===== src/rtl/core/bsfb_pkg.sv =====
// -----------------------------------------------------------------------------
// bsfb_pkg
// Shared types and constants of the byte-stuffed frame builder.
// -----------------------------------------------------------------------------
package bsfb_pkg;

   // Line framing bytes.
   localparam logic [7:0] FLAG_BYTE   = 8'h7E;
   localparam logic [7:0] ESCAPE_CODE = 8'h7D;
   localparam logic [7:0] ESC_FLAG    = 8'h5E;
   localparam logic [7:0] ESC_ESC     = 8'h5D;

   // Register reset values.
   localparam logic [7:0] ADDRESS_RESET  = 8'd3;
   localparam logic [7:0] CTRL_ZERO_RESET = 8'd0;
   localparam logic [7:0] CTRL_ONE_RESET  = 8'd64;

   // Register indexes of the configuration port.
   localparam int CSR_INDEX_W = 2;
   typedef enum logic [CSR_INDEX_W-1:0] {
      CSR_ADDRESS   = 2'd0,
      CSR_CTRL_ZERO = 2'd1,
      CSR_CTRL_ONE  = 2'd2
   } csr_index_type;

   // Byte slots of one item, in line order.
   localparam int NUM_SLOTS  = 7;
   localparam int SLOT_IDX_W = 3;
   localparam logic [SLOT_IDX_W-1:0] SLOT_OPEN  = 3'd0;
   localparam logic [SLOT_IDX_W-1:0] SLOT_ADDR  = 3'd1;
   localparam logic [SLOT_IDX_W-1:0] SLOT_CTRL  = 3'd2;
   localparam logic [SLOT_IDX_W-1:0] SLOT_BCC1  = 3'd3;
   localparam logic [SLOT_IDX_W-1:0] SLOT_DATA  = 3'd4;
   localparam logic [SLOT_IDX_W-1:0] SLOT_BCC2  = 3'd5;
   localparam logic [SLOT_IDX_W-1:0] SLOT_CLOSE = 3'd6;

   // Slots whose byte is escaped when it collides with a framing byte.
   localparam logic [NUM_SLOTS-1:0] STUFF_MASK = 7'b0111110;

   // Bytes of one item handed from the header logic to the emitter.
   typedef struct packed {
      logic [NUM_SLOTS-1:0][7:0] bytes;
      logic [NUM_SLOTS-1:0]      valid;
   } slot_bundle_type;

endpackage


===== src/rtl/core/bsfb_emitter.sv =====
// -----------------------------------------------------------------------------
// bsfb_emitter
// Holds the byte slots of one item and sends one word per cycle unless
// stalled, escaping flag and escape bytes, through a registered output stage.
// -----------------------------------------------------------------------------
module bsfb_emitter
   import bsfb_pkg::*;
(
   input  logic            clock,
   input  logic            reset,
   input  logic            load_valid,
   output logic            load_ready,
   input  slot_bundle_type load_slots,
   output logic            out_valid,
   input  logic            out_ready,
   output logic [7:0]      out_byte,
   output logic            out_run_end,
   output logic            out_frame_end
);

   logic [NUM_SLOTS-1:0][7:0] bytes_ff, bytes_in;
   logic [NUM_SLOTS-1:0]      pend_ff, pend_in;
   logic                      half_ff, half_in;
   logic                      out_valid_ff;
   logic [7:0]                out_byte_ff;
   logic                      out_run_end_ff;
   logic                      out_frame_end_ff;

   logic [SLOT_IDX_W-1:0]     cur;
   logic [7:0]                cur_byte;
   logic                      special;
   logic                      fire;
   logic                      slot_done;
   logic [NUM_SLOTS-1:0]      rest;
   logic [7:0]                word_byte;
   logic                      last_word;

   // Pick the lowest pending slot.
   always_comb begin
      cur = '0;
      for (int i = NUM_SLOTS - 1; i >= 0; i--) begin
         if (pend_ff[i]) begin
            cur = SLOT_IDX_W'(i);
         end
      end
   end

   // Form the next line word from the current slot.
   always_comb begin
      cur_byte  = bytes_ff[cur];
      special   = STUFF_MASK[cur] && ((cur_byte == FLAG_BYTE) || (cur_byte == ESCAPE_CODE));
      fire      = (pend_ff != '0) && (!out_valid_ff || out_ready);
      slot_done = !special || half_ff;
      rest      = pend_ff & ~(NUM_SLOTS'(1) << cur);
      last_word = slot_done && (rest == '0);
      if (!special) begin
         word_byte = cur_byte;
      end else if (!half_ff) begin
         word_byte = ESCAPE_CODE;
      end else begin
         word_byte = (cur_byte == FLAG_BYTE) ? ESC_FLAG : ESC_ESC;
      end
      load_ready = (pend_ff == '0) || (fire && last_word);
   end

   // Next slot state: retire words, then take a new item.
   always_comb begin
      pend_in  = pend_ff;
      half_in  = half_ff;
      bytes_in = bytes_ff;
      if (fire) begin
         if (slot_done) begin
            pend_in = rest;
            half_in = 1'b0;
         end else begin
            half_in = 1'b1;
         end
      end
      if (load_valid && load_ready) begin
         pend_in  = load_slots.valid;
         bytes_in = load_slots.bytes;
         half_in  = 1'b0;
      end
   end

   // Slot control registers.
   always_ff @(posedge clock) begin
      if (reset) begin
         pend_ff <= '0;
         half_ff <= 1'b0;
      end else begin
         pend_ff <= pend_in;
         half_ff <= half_in;
      end
   end

   // Slot payload registers.
   always_ff @(posedge clock) begin
      bytes_ff <= bytes_in;
   end

   // Output stage valid.
   always_ff @(posedge clock) begin
      if (reset) begin
         out_valid_ff <= 1'b0;
      end else if (fire) begin
         out_valid_ff <= 1'b1;
      end else if (out_ready) begin
         out_valid_ff <= 1'b0;
      end
   end

   // Output stage payload.
   always_ff @(posedge clock) begin
      if (fire) begin
         out_byte_ff      <= word_byte;
         out_run_end_ff   <= last_word;
         out_frame_end_ff <= slot_done && (cur == SLOT_CLOSE);
      end
   end

   assign out_valid     = out_valid_ff;
   assign out_byte      = out_byte_ff;
   assign out_run_end   = out_run_end_ff;
   assign out_frame_end = out_frame_end_ff;

endmodule


===== src/rtl/core/byte_stuffed_frame_builder.sv =====
// -----------------------------------------------------------------------------
// byte_stuffed_frame_builder
// Builds stuffed information frames from a stream of payload bytes.
// -----------------------------------------------------------------------------
// Usage:
// The req_ stream carries one payload byte per word; req_tlast marks the
// last byte of a frame and req_tuser carries the sequence bit, which is
// read only on the first byte of a frame. For that first byte the block
// sends the opening flag, address, control and BCC1 ahead of the data;
// for the last byte it adds BCC2 and the closing flag. All bytes between
// the flags are escaped (7E -> 7D 5E, 7D -> 7D 5D).
// The rsp_ stream carries one line byte per word; rsp_tlast marks the
// closing flag and rsp_tuser marks the last word caused by an input word.
// An input word yields 1 to 12 output words, one per cycle while the
// receiver is ready; a mid-frame unescaped byte yields one word, an
// escaped one two. An accepted word is held in the slot buffer, and its
// words then pass the output register. The next input word is taken in the
// cycle the previous one's last output word leaves the slot buffer.
// A stalled receiver holds the output register and then the slot buffer.
// The user writes registers only while idle; the block does not check this.
// The csr_ port is always ready. Reset empties the buffers, closes any open
// frame and restores the register defaults (address 3, control 0 and 64).
// -----------------------------------------------------------------------------
module byte_stuffed_frame_builder
   import bsfb_pkg::*;
(
   input  logic                   clock,
   input  logic                   reset,
   // Input stream.
   input  logic                   req_tvalid,
   output logic                   req_tready,
   input  logic [7:0]             req_tdata,   // [7:0] payload_byte
   input  logic                   req_tlast,   // final_payload
   input  logic                   req_tuser,   // [0] seq_bit
   // Output stream.
   output logic                   rsp_tvalid,
   input  logic                   rsp_tready,
   output logic [7:0]             rsp_tdata,   // [7:0] line_byte
   output logic                   rsp_tlast,   // frame_end
   output logic                   rsp_tuser,   // [0] run_end
   // Register write port.
   input  logic                   csr_valid,
   output logic                   csr_ready,
   input  logic [CSR_INDEX_W-1:0] csr_index,
   input  logic [7:0]             csr_data
);

   logic [7:0]      address_ff;
   logic [7:0]      ctrl_zero_ff;
   logic [7:0]      ctrl_one_ff;
   logic            in_frame_ff, in_frame_in;
   logic [7:0]      check_accum_ff, check_accum_in;

   logic            accept;
   logic            load_ready;
   logic [7:0]      ctrl;
   logic [7:0]      bcc2;
   slot_bundle_type slots;

   assign csr_ready  = 1'b1;
   assign req_tready = load_ready;
   assign accept     = req_tvalid && load_ready;

   // Register writes; an index past the list is dropped.
   always_ff @(posedge clock) begin
      if (reset) begin
         address_ff   <= ADDRESS_RESET;
         ctrl_zero_ff <= CTRL_ZERO_RESET;
         ctrl_one_ff  <= CTRL_ONE_RESET;
      end else if (csr_valid) begin
         unique case (csr_index)
            CSR_ADDRESS:   address_ff   <= csr_data;
            CSR_CTRL_ZERO: ctrl_zero_ff <= csr_data;
            CSR_CTRL_ONE:  ctrl_one_ff  <= csr_data;
            default: ;
         endcase
      end
   end

   // Lay out the byte slots of the accepted word and update frame state.
   always_comb begin
      ctrl = req_tuser ? ctrl_one_ff : ctrl_zero_ff;
      bcc2 = (in_frame_ff ? check_accum_ff : 8'h00) ^ req_tdata;

      slots.bytes             = '0;
      slots.bytes[SLOT_OPEN]  = FLAG_BYTE;
      slots.bytes[SLOT_ADDR]  = address_ff;
      slots.bytes[SLOT_CTRL]  = ctrl;
      slots.bytes[SLOT_BCC1]  = address_ff ^ ctrl;
      slots.bytes[SLOT_DATA]  = req_tdata;
      slots.bytes[SLOT_BCC2]  = bcc2;
      slots.bytes[SLOT_CLOSE] = FLAG_BYTE;

      slots.valid             = '0;
      slots.valid[SLOT_OPEN]  = !in_frame_ff;
      slots.valid[SLOT_ADDR]  = !in_frame_ff;
      slots.valid[SLOT_CTRL]  = !in_frame_ff;
      slots.valid[SLOT_BCC1]  = !in_frame_ff;
      slots.valid[SLOT_DATA]  = 1'b1;
      slots.valid[SLOT_BCC2]  = req_tlast;
      slots.valid[SLOT_CLOSE] = req_tlast;

      in_frame_in    = in_frame_ff;
      check_accum_in = check_accum_ff;
      if (accept) begin
         in_frame_in    = !req_tlast;
         check_accum_in = req_tlast ? 8'h00 : bcc2;
      end
   end

   // Frame state registers.
   always_ff @(posedge clock) begin
      if (reset) begin
         in_frame_ff    <= 1'b0;
         check_accum_ff <= 8'h00;
      end else begin
         in_frame_ff    <= in_frame_in;
         check_accum_ff <= check_accum_in;
      end
   end

   // Slot buffer and output stage.
   bsfb_emitter u_emitter (
      .clock         (clock),
      .reset         (reset),
      .load_valid    (req_tvalid),
      .load_ready    (load_ready),
      .load_slots    (slots),
      .out_valid     (rsp_tvalid),
      .out_ready     (rsp_tready),
      .out_byte      (rsp_tdata),
      .out_run_end   (rsp_tuser),
      .out_frame_end (rsp_tlast)
   );

   // The running check byte is cleared whenever no frame is open.
   a_accum_clear: assert property (@(posedge clock) disable iff (reset)
      !in_frame_ff |-> (check_accum_ff == 8'h00))
      else $error("check byte not cleared outside a frame");

   // The closing flag ends the run of its input word.
   a_close_ends_run: assert property (@(posedge clock) disable iff (reset)
      (rsp_tvalid && rsp_tlast) |-> rsp_tuser)
      else $error("closing flag is not the last word of its run");

   // The closing word is always the raw flag byte.
   a_close_is_flag: assert property (@(posedge clock) disable iff (reset)
      (rsp_tvalid && rsp_tlast) |-> (rsp_tdata == FLAG_BYTE))
      else $error("closing word is not a flag");

   // A non-final word leaves a frame open.
   a_frame_opens: assert property (@(posedge clock) disable iff (reset)
      (req_tvalid && req_tready && !req_tlast) |=> in_frame_ff)
      else $error("frame not open after a non-final word");

endmodule

===== config.mk =====
export PLATFORM = sky130hd
export DESIGN_NAME = byte_stuffed_frame_builder
export DESIGN_NICKNAME = d
export VERILOG_FILES = /design/src/rtl/core/bsfb_pkg.sv /design/src/rtl/core/bsfb_emitter.sv /design/src/rtl/core/byte_stuffed_frame_builder.sv
export SDC_FILE = /design/constraint.sdc
export NUM_CORES = 1
export LEC_CHECK = 0
export ABC_AREA = 1
export BUFFER_PORTS_ARGS = -buffer_cell sky130_fd_sc_hd__buf_2
export CAP_MARGIN = 20
export CORE_UTILIZATION = 53
export CTS_CLUSTER_SIZE = 20
export DETAILED_ROUTE_END_ITERATION = 8
export PLACE_DENSITY = 0.75
export SLEW_MARGIN = 20
export SYNTH_ARGS = -nofsm -noshare
export SYNTH_HDL_FRONTEND = slang
export SYNTH_SLANG_ARGS = --single-unit

===== constraint.sdc =====
create_clock -name clock -period 2.45 [get_ports clock]
set_input_delay 0.735 -clock clock [delete_from_list [all_inputs] [get_ports clock]]
set_output_delay 0.735 -clock clock [all_outputs]
set_load 0.05 [all_outputs]

==> results.txt <==
----------------------------------------------------
[Status]
  Result of the run ... complete, but fails checks
  Failing checks ... setup timing

[Drt]
  DRC marker count from the first detailed-route iteration ... 297
  Antenna-violating nets left ... 0
  Via-per-instance ratio ... 5.34
  Routed wire per std cell ... 15.3 µm
  Total routed wirelength ... 10500 µm
  Via Count ... 3645
  First drt pass iteration count ... 7
  Number of design rule violations left after detail routing ... 0

[Global routing]
  Total gr overflow ... 0
  Overall fraction of global-route tracks in use ... 23.9%
  Maximum number of pins on one net before global-route repair ... 27
  Global-route wire length before repair ... 15700 µm
  Number of global-route vias before repair ... 3347
  Initial antenna violation count ... 0

[Critical path]
  Worst path cell trace ... nor2_4 > nand2_2 > nor2_4 > clkinv_4 > nand2_4 > nor2_1 > nor2_1 > nand2_2 > nand2_4 > nand4_4 > nand3_2 > nand2_4 > buf_8
  Type of element capturing the critical path ... primary output
  Arrival time of the worst setup path ... 2.42 ns
  Critical path peak fanout ... 7
  Highest cell delay on the worst timing path ... 0.37 ns
  CP max stage cell ... sky130_fd_sc_hd__dfxtp_4
  CP Data Required Time ... 1.71 ns
  Category of the most critical setup path ... reg2out
  CP Depth ... 13
  Setup slack of the most critical reg-to-reg path ... -0.46 ns
  Number of buffers and inverters on the critical path ... 2
  Crit-path most repeated cell ... sky130_fd_sc_hd__nand2_4
  Crit path max-delay family ... simple AND/OR/NAND/NOR gates
  Critical Path Start Type ... flip-flop
  Count of cells along the worst register-to-register path ... 19
  Crit Reg-Reg Endpoint ... u_emitter.out_byte[2]
  Startpoint of the worst-slack reg-to-reg timing path ... u_emitter.pend_ff[2]

[STA]
  Slew Limit Fails ... 0
  Final setup violation count ... 59
  Setup Skew ... 0.0114 ns
  Hold Vio Cnt, Final ... 0
  Worst Max-Slew Pin Slew ... 0.689 ns
  RSZ-0062 raised after global routing ... true
  Shortest period the worst path allows ... 3.15 ns
  Final-layout worst hold slack ... 0.457 ns
  Sum of negative setup slack ... -14.39 ns
  Highest clock frequency the design can meet ... 0.317 GHz
  Final period util ... 129%
  Worst-case headroom to the max-slew limit ... 54.0%
  Post-layout worst setup margin ... -0.701 ns

[Clock tree]
  Clock tree from TritonCTS ... built
  Inserted Clock Buffers ... 9
  Library cell used as clock root buffer ... sky130_fd_sc_hd__clkbuf_8
  Skew-Pair Late Insertion Delay ... 0.36 ns
  Maximum clock insertion buffer count ... 2
  Clock slew at the register clock pins of the worst setup and hold paths ... 0.09 ns
  Number of H-tree levels ... 3
  Number of clock sinks seen by CTS ... 92

[Min path]
  Source of the worst hold timing path ... ctrl_one_ff[3]
  Worst hold-check path type ... reg2reg
  Worst min-delay path endpoint ... ctrl_one_ff[3]
  Number of stages on the worst hold path ... 2

[Placement]
  Hpwl dp ... 6070 µm
  Standard cell area after detailed placement ... 4700 µm²
  Final weighted congestion of routability-driven global placement ... 0.874
  I/O Buffers ... 36

[Logic synthesis]
  Register bit count reported by yosys ... 92
  Area share of the largest cell type after synthesis ... 35.6%
  Syn_nets ... 494
  Cell area after technology mapping ... 4220 µm²
  Most area-hungry cell type in the Yosys netlist ... sky130_fd_sc_hd__edfxtp_1
  Cells taking the most area after synthesis ... sky130_fd_sc_hd__edfxtp_1, sky130_fd_sc_hd__dfxtp_1, sky130_fd_sc_hd__nand2_1, sky130_fd_sc_hd__nor2_1, sky130_fd_sc_hd__inv_1
  Yosys synthesis warning count ... 0
  Async S/R FF share, synth ... 0%
  Primary FF master, synth ... sky130_fd_sc_hd__edfxtp_1
  Count of flip-flops with a built-in enable after synthesis ... 50
  Leading post-synthesis cells by instance count ... sky130_fd_sc_hd__nand2_1, sky130_fd_sc_hd__nor2_1, sky130_fd_sc_hd__edfxtp_1, sky130_fd_sc_hd__inv_1, sky130_fd_sc_hd__dfxtp_1
  Number of instances in the synthesized netlist ... 469
  Sequential fraction of the synthesis area ... 55.5%
  Netlist cell types ... 34
  Syn_area_per_cell ... 8.99 µm²

[Die]
  Die span in x ... 91.2 µm
  Initial standard-cell utilization of the core ... 54.6%
  Number of core rows ... 32
  I/O pin total ... 38
  Area of the die ... 8320 µm²
  Core Footprint ... 7730 µm²
  Height of the die ... 91.2 µm

[Cells and area]
  Number of fill cells in the layout ... 528
  Area used by multi-input combinational logic ... 1710 µm²
  Layout Area Growth over Synthesis ... 31.2%
  Final Net Count ... 600
  Non-Filler Cell Area, Final ... 5530 µm²
  N_diodes ... 0
  Sequential cell area ... 2350 µm²
  Fraction of layout cells with a size suffix above 1 ... 34.0%

[Run]
  Max-cap viol count ... 0

----------------------------------------------------
cell type report:
type	instances	area share, %
sequential	92	42.6
tap	102	2.31
timing repair buffer	106	15.0
clock buffer	10	2.31
clock inverter	6	1.56
multi-input combinational	303	31.0
timing repair inverter	3	0.656
inverter	60	4.62
layout by cell type, fill, tap and decap left out, types with 14 or more instances in the layout:
cell type and n:
sky130_fd_sc_hd__nor2_1 69, sky130_fd_sc_hd__nand2_1 58, sky130_fd_sc_hd__buf_4 51, sky130_fd_sc_hd__edfxtp_1 50, sky130_fd_sc_hd__inv_1 49, sky130_fd_sc_hd__dfxtp_1 36, sky130_fd_sc_hd__buf_2 35, sky130_fd_sc_hd__o21ai_0 27
sky130_fd_sc_hd__nand3_1 25, sky130_fd_sc_hd__a21oi_1 25, sky130_fd_sc_hd__nand2_2 16, sky130_fd_sc_hd__xor2_1 16, sky130_fd_sc_hd__buf_6 14
registers in the layout, summed over array words and instances, names as in the netlist:
register                 cells
u_emitter.pend_ff            7
in_frame_ff                  1
u_emitter.out_frame_end      1
u_emitter.out_run_end        1
u_emitter.half_ff            1
u_emitter.bytes_ff          40
u_emitter.out_valid          1
check_accum_ff               8
u_emitter.out_byte           8
ctrl_one_ff                  8
ctrl_zero_ff                 8
address_ff                   8
worst register-to-register path: stages (launching register included):
cell and delay (ns):
sky130_fd_sc_hd__dfxtp_4 0.37, sky130_fd_sc_hd__nor2_4 0.14, sky130_fd_sc_hd__nand2_2 0.10, sky130_fd_sc_hd__nor2_4 0.31, sky130_fd_sc_hd__clkinv_4 0.17, sky130_fd_sc_hd__buf_4 0.19
sky130_fd_sc_hd__nand2_2 0.07, sky130_fd_sc_hd__nand2_4 0.06, sky130_fd_sc_hd__buf_6 0.12, sky130_fd_sc_hd__buf_6 0.10, sky130_fd_sc_hd__buf_6 0.10, sky130_fd_sc_hd__buf_6 0.10
sky130_fd_sc_hd__buf_6 0.10, sky130_fd_sc_hd__buf_6 0.10, sky130_fd_sc_hd__buf_6 0.10, sky130_fd_sc_hd__buf_6 0.10, sky130_fd_sc_hd__buf_6 0.10, sky130_fd_sc_hd__buf_6 0.11
sky130_fd_sc_hd__buf_4 0.12, sky130_fd_sc_hd__buf_4 0.12
worst max-delay path by stage:
stage	startpoint	to	slack (ns)
2_1_floorplan	u_emitter.pend_ff[0]	req_tready	0.03
3_3_place_gp	u_emitter.pend_ff[3]	req_tready	-0.31
3_5_place_dp	u_emitter.pend_ff[2]	req_tready	-0.37
4_1_cts	u_emitter.pend_ff[3]	req_tready	-0.53
5_1_grt	u_emitter.pend_ff[4]	req_tready	-0.82
6_report	u_emitter.pend_ff[2]	req_tready	-0.70
cell families after synthesis:
kind of cell	share of synthesized area (%)
xor gates and xnor gates	3.32
DFF	55.5
buffers and inverters	7.89
and+or+nand+nor	24.2
other	0.0889
AOI/OAI and AO/OA	8.99
metal layers:
| layer | GRT usage (%) | share of wire [%] | vias to the layer above |
|---|---|---|---|
| met3 | 5.28 | 6.0 | 42 |
| met5 | 0 | 0 | - |
| met4 | 11.0 | 3.8 | 0 |
| met2 | 40.0 | 50 | 173 |
| li1 | - | - | 1750 |
| met1 | 29.5 | 40 | 1680 |
metrics by stage:
step	setup slack [ns]	cells	utilization, %
floorplan	0.0302	469	-
global placement	-0.310	630	60.9
detailed placement	-0.370	630	60.9
CTS	-0.530	670	67.6
global route	-0.816	682	71.6
finish	-0.701	682	71.6
timing repair:
| action | CTS | global route |
|---|---|---|
| resized for setup | 32 | 52 |
| pin swaps | 11 | 16 |
| endpoints found under the setup margin | 58 | 59 |
| buffers inserted | 22 | 11 |
| cloned | 3 | 1 |
| hold buffers | 0 | 0 |
Power is left out: the tool's default activity adds up to more than one toggle a clock period on the data nets, which glitch-free logic cannot reach.
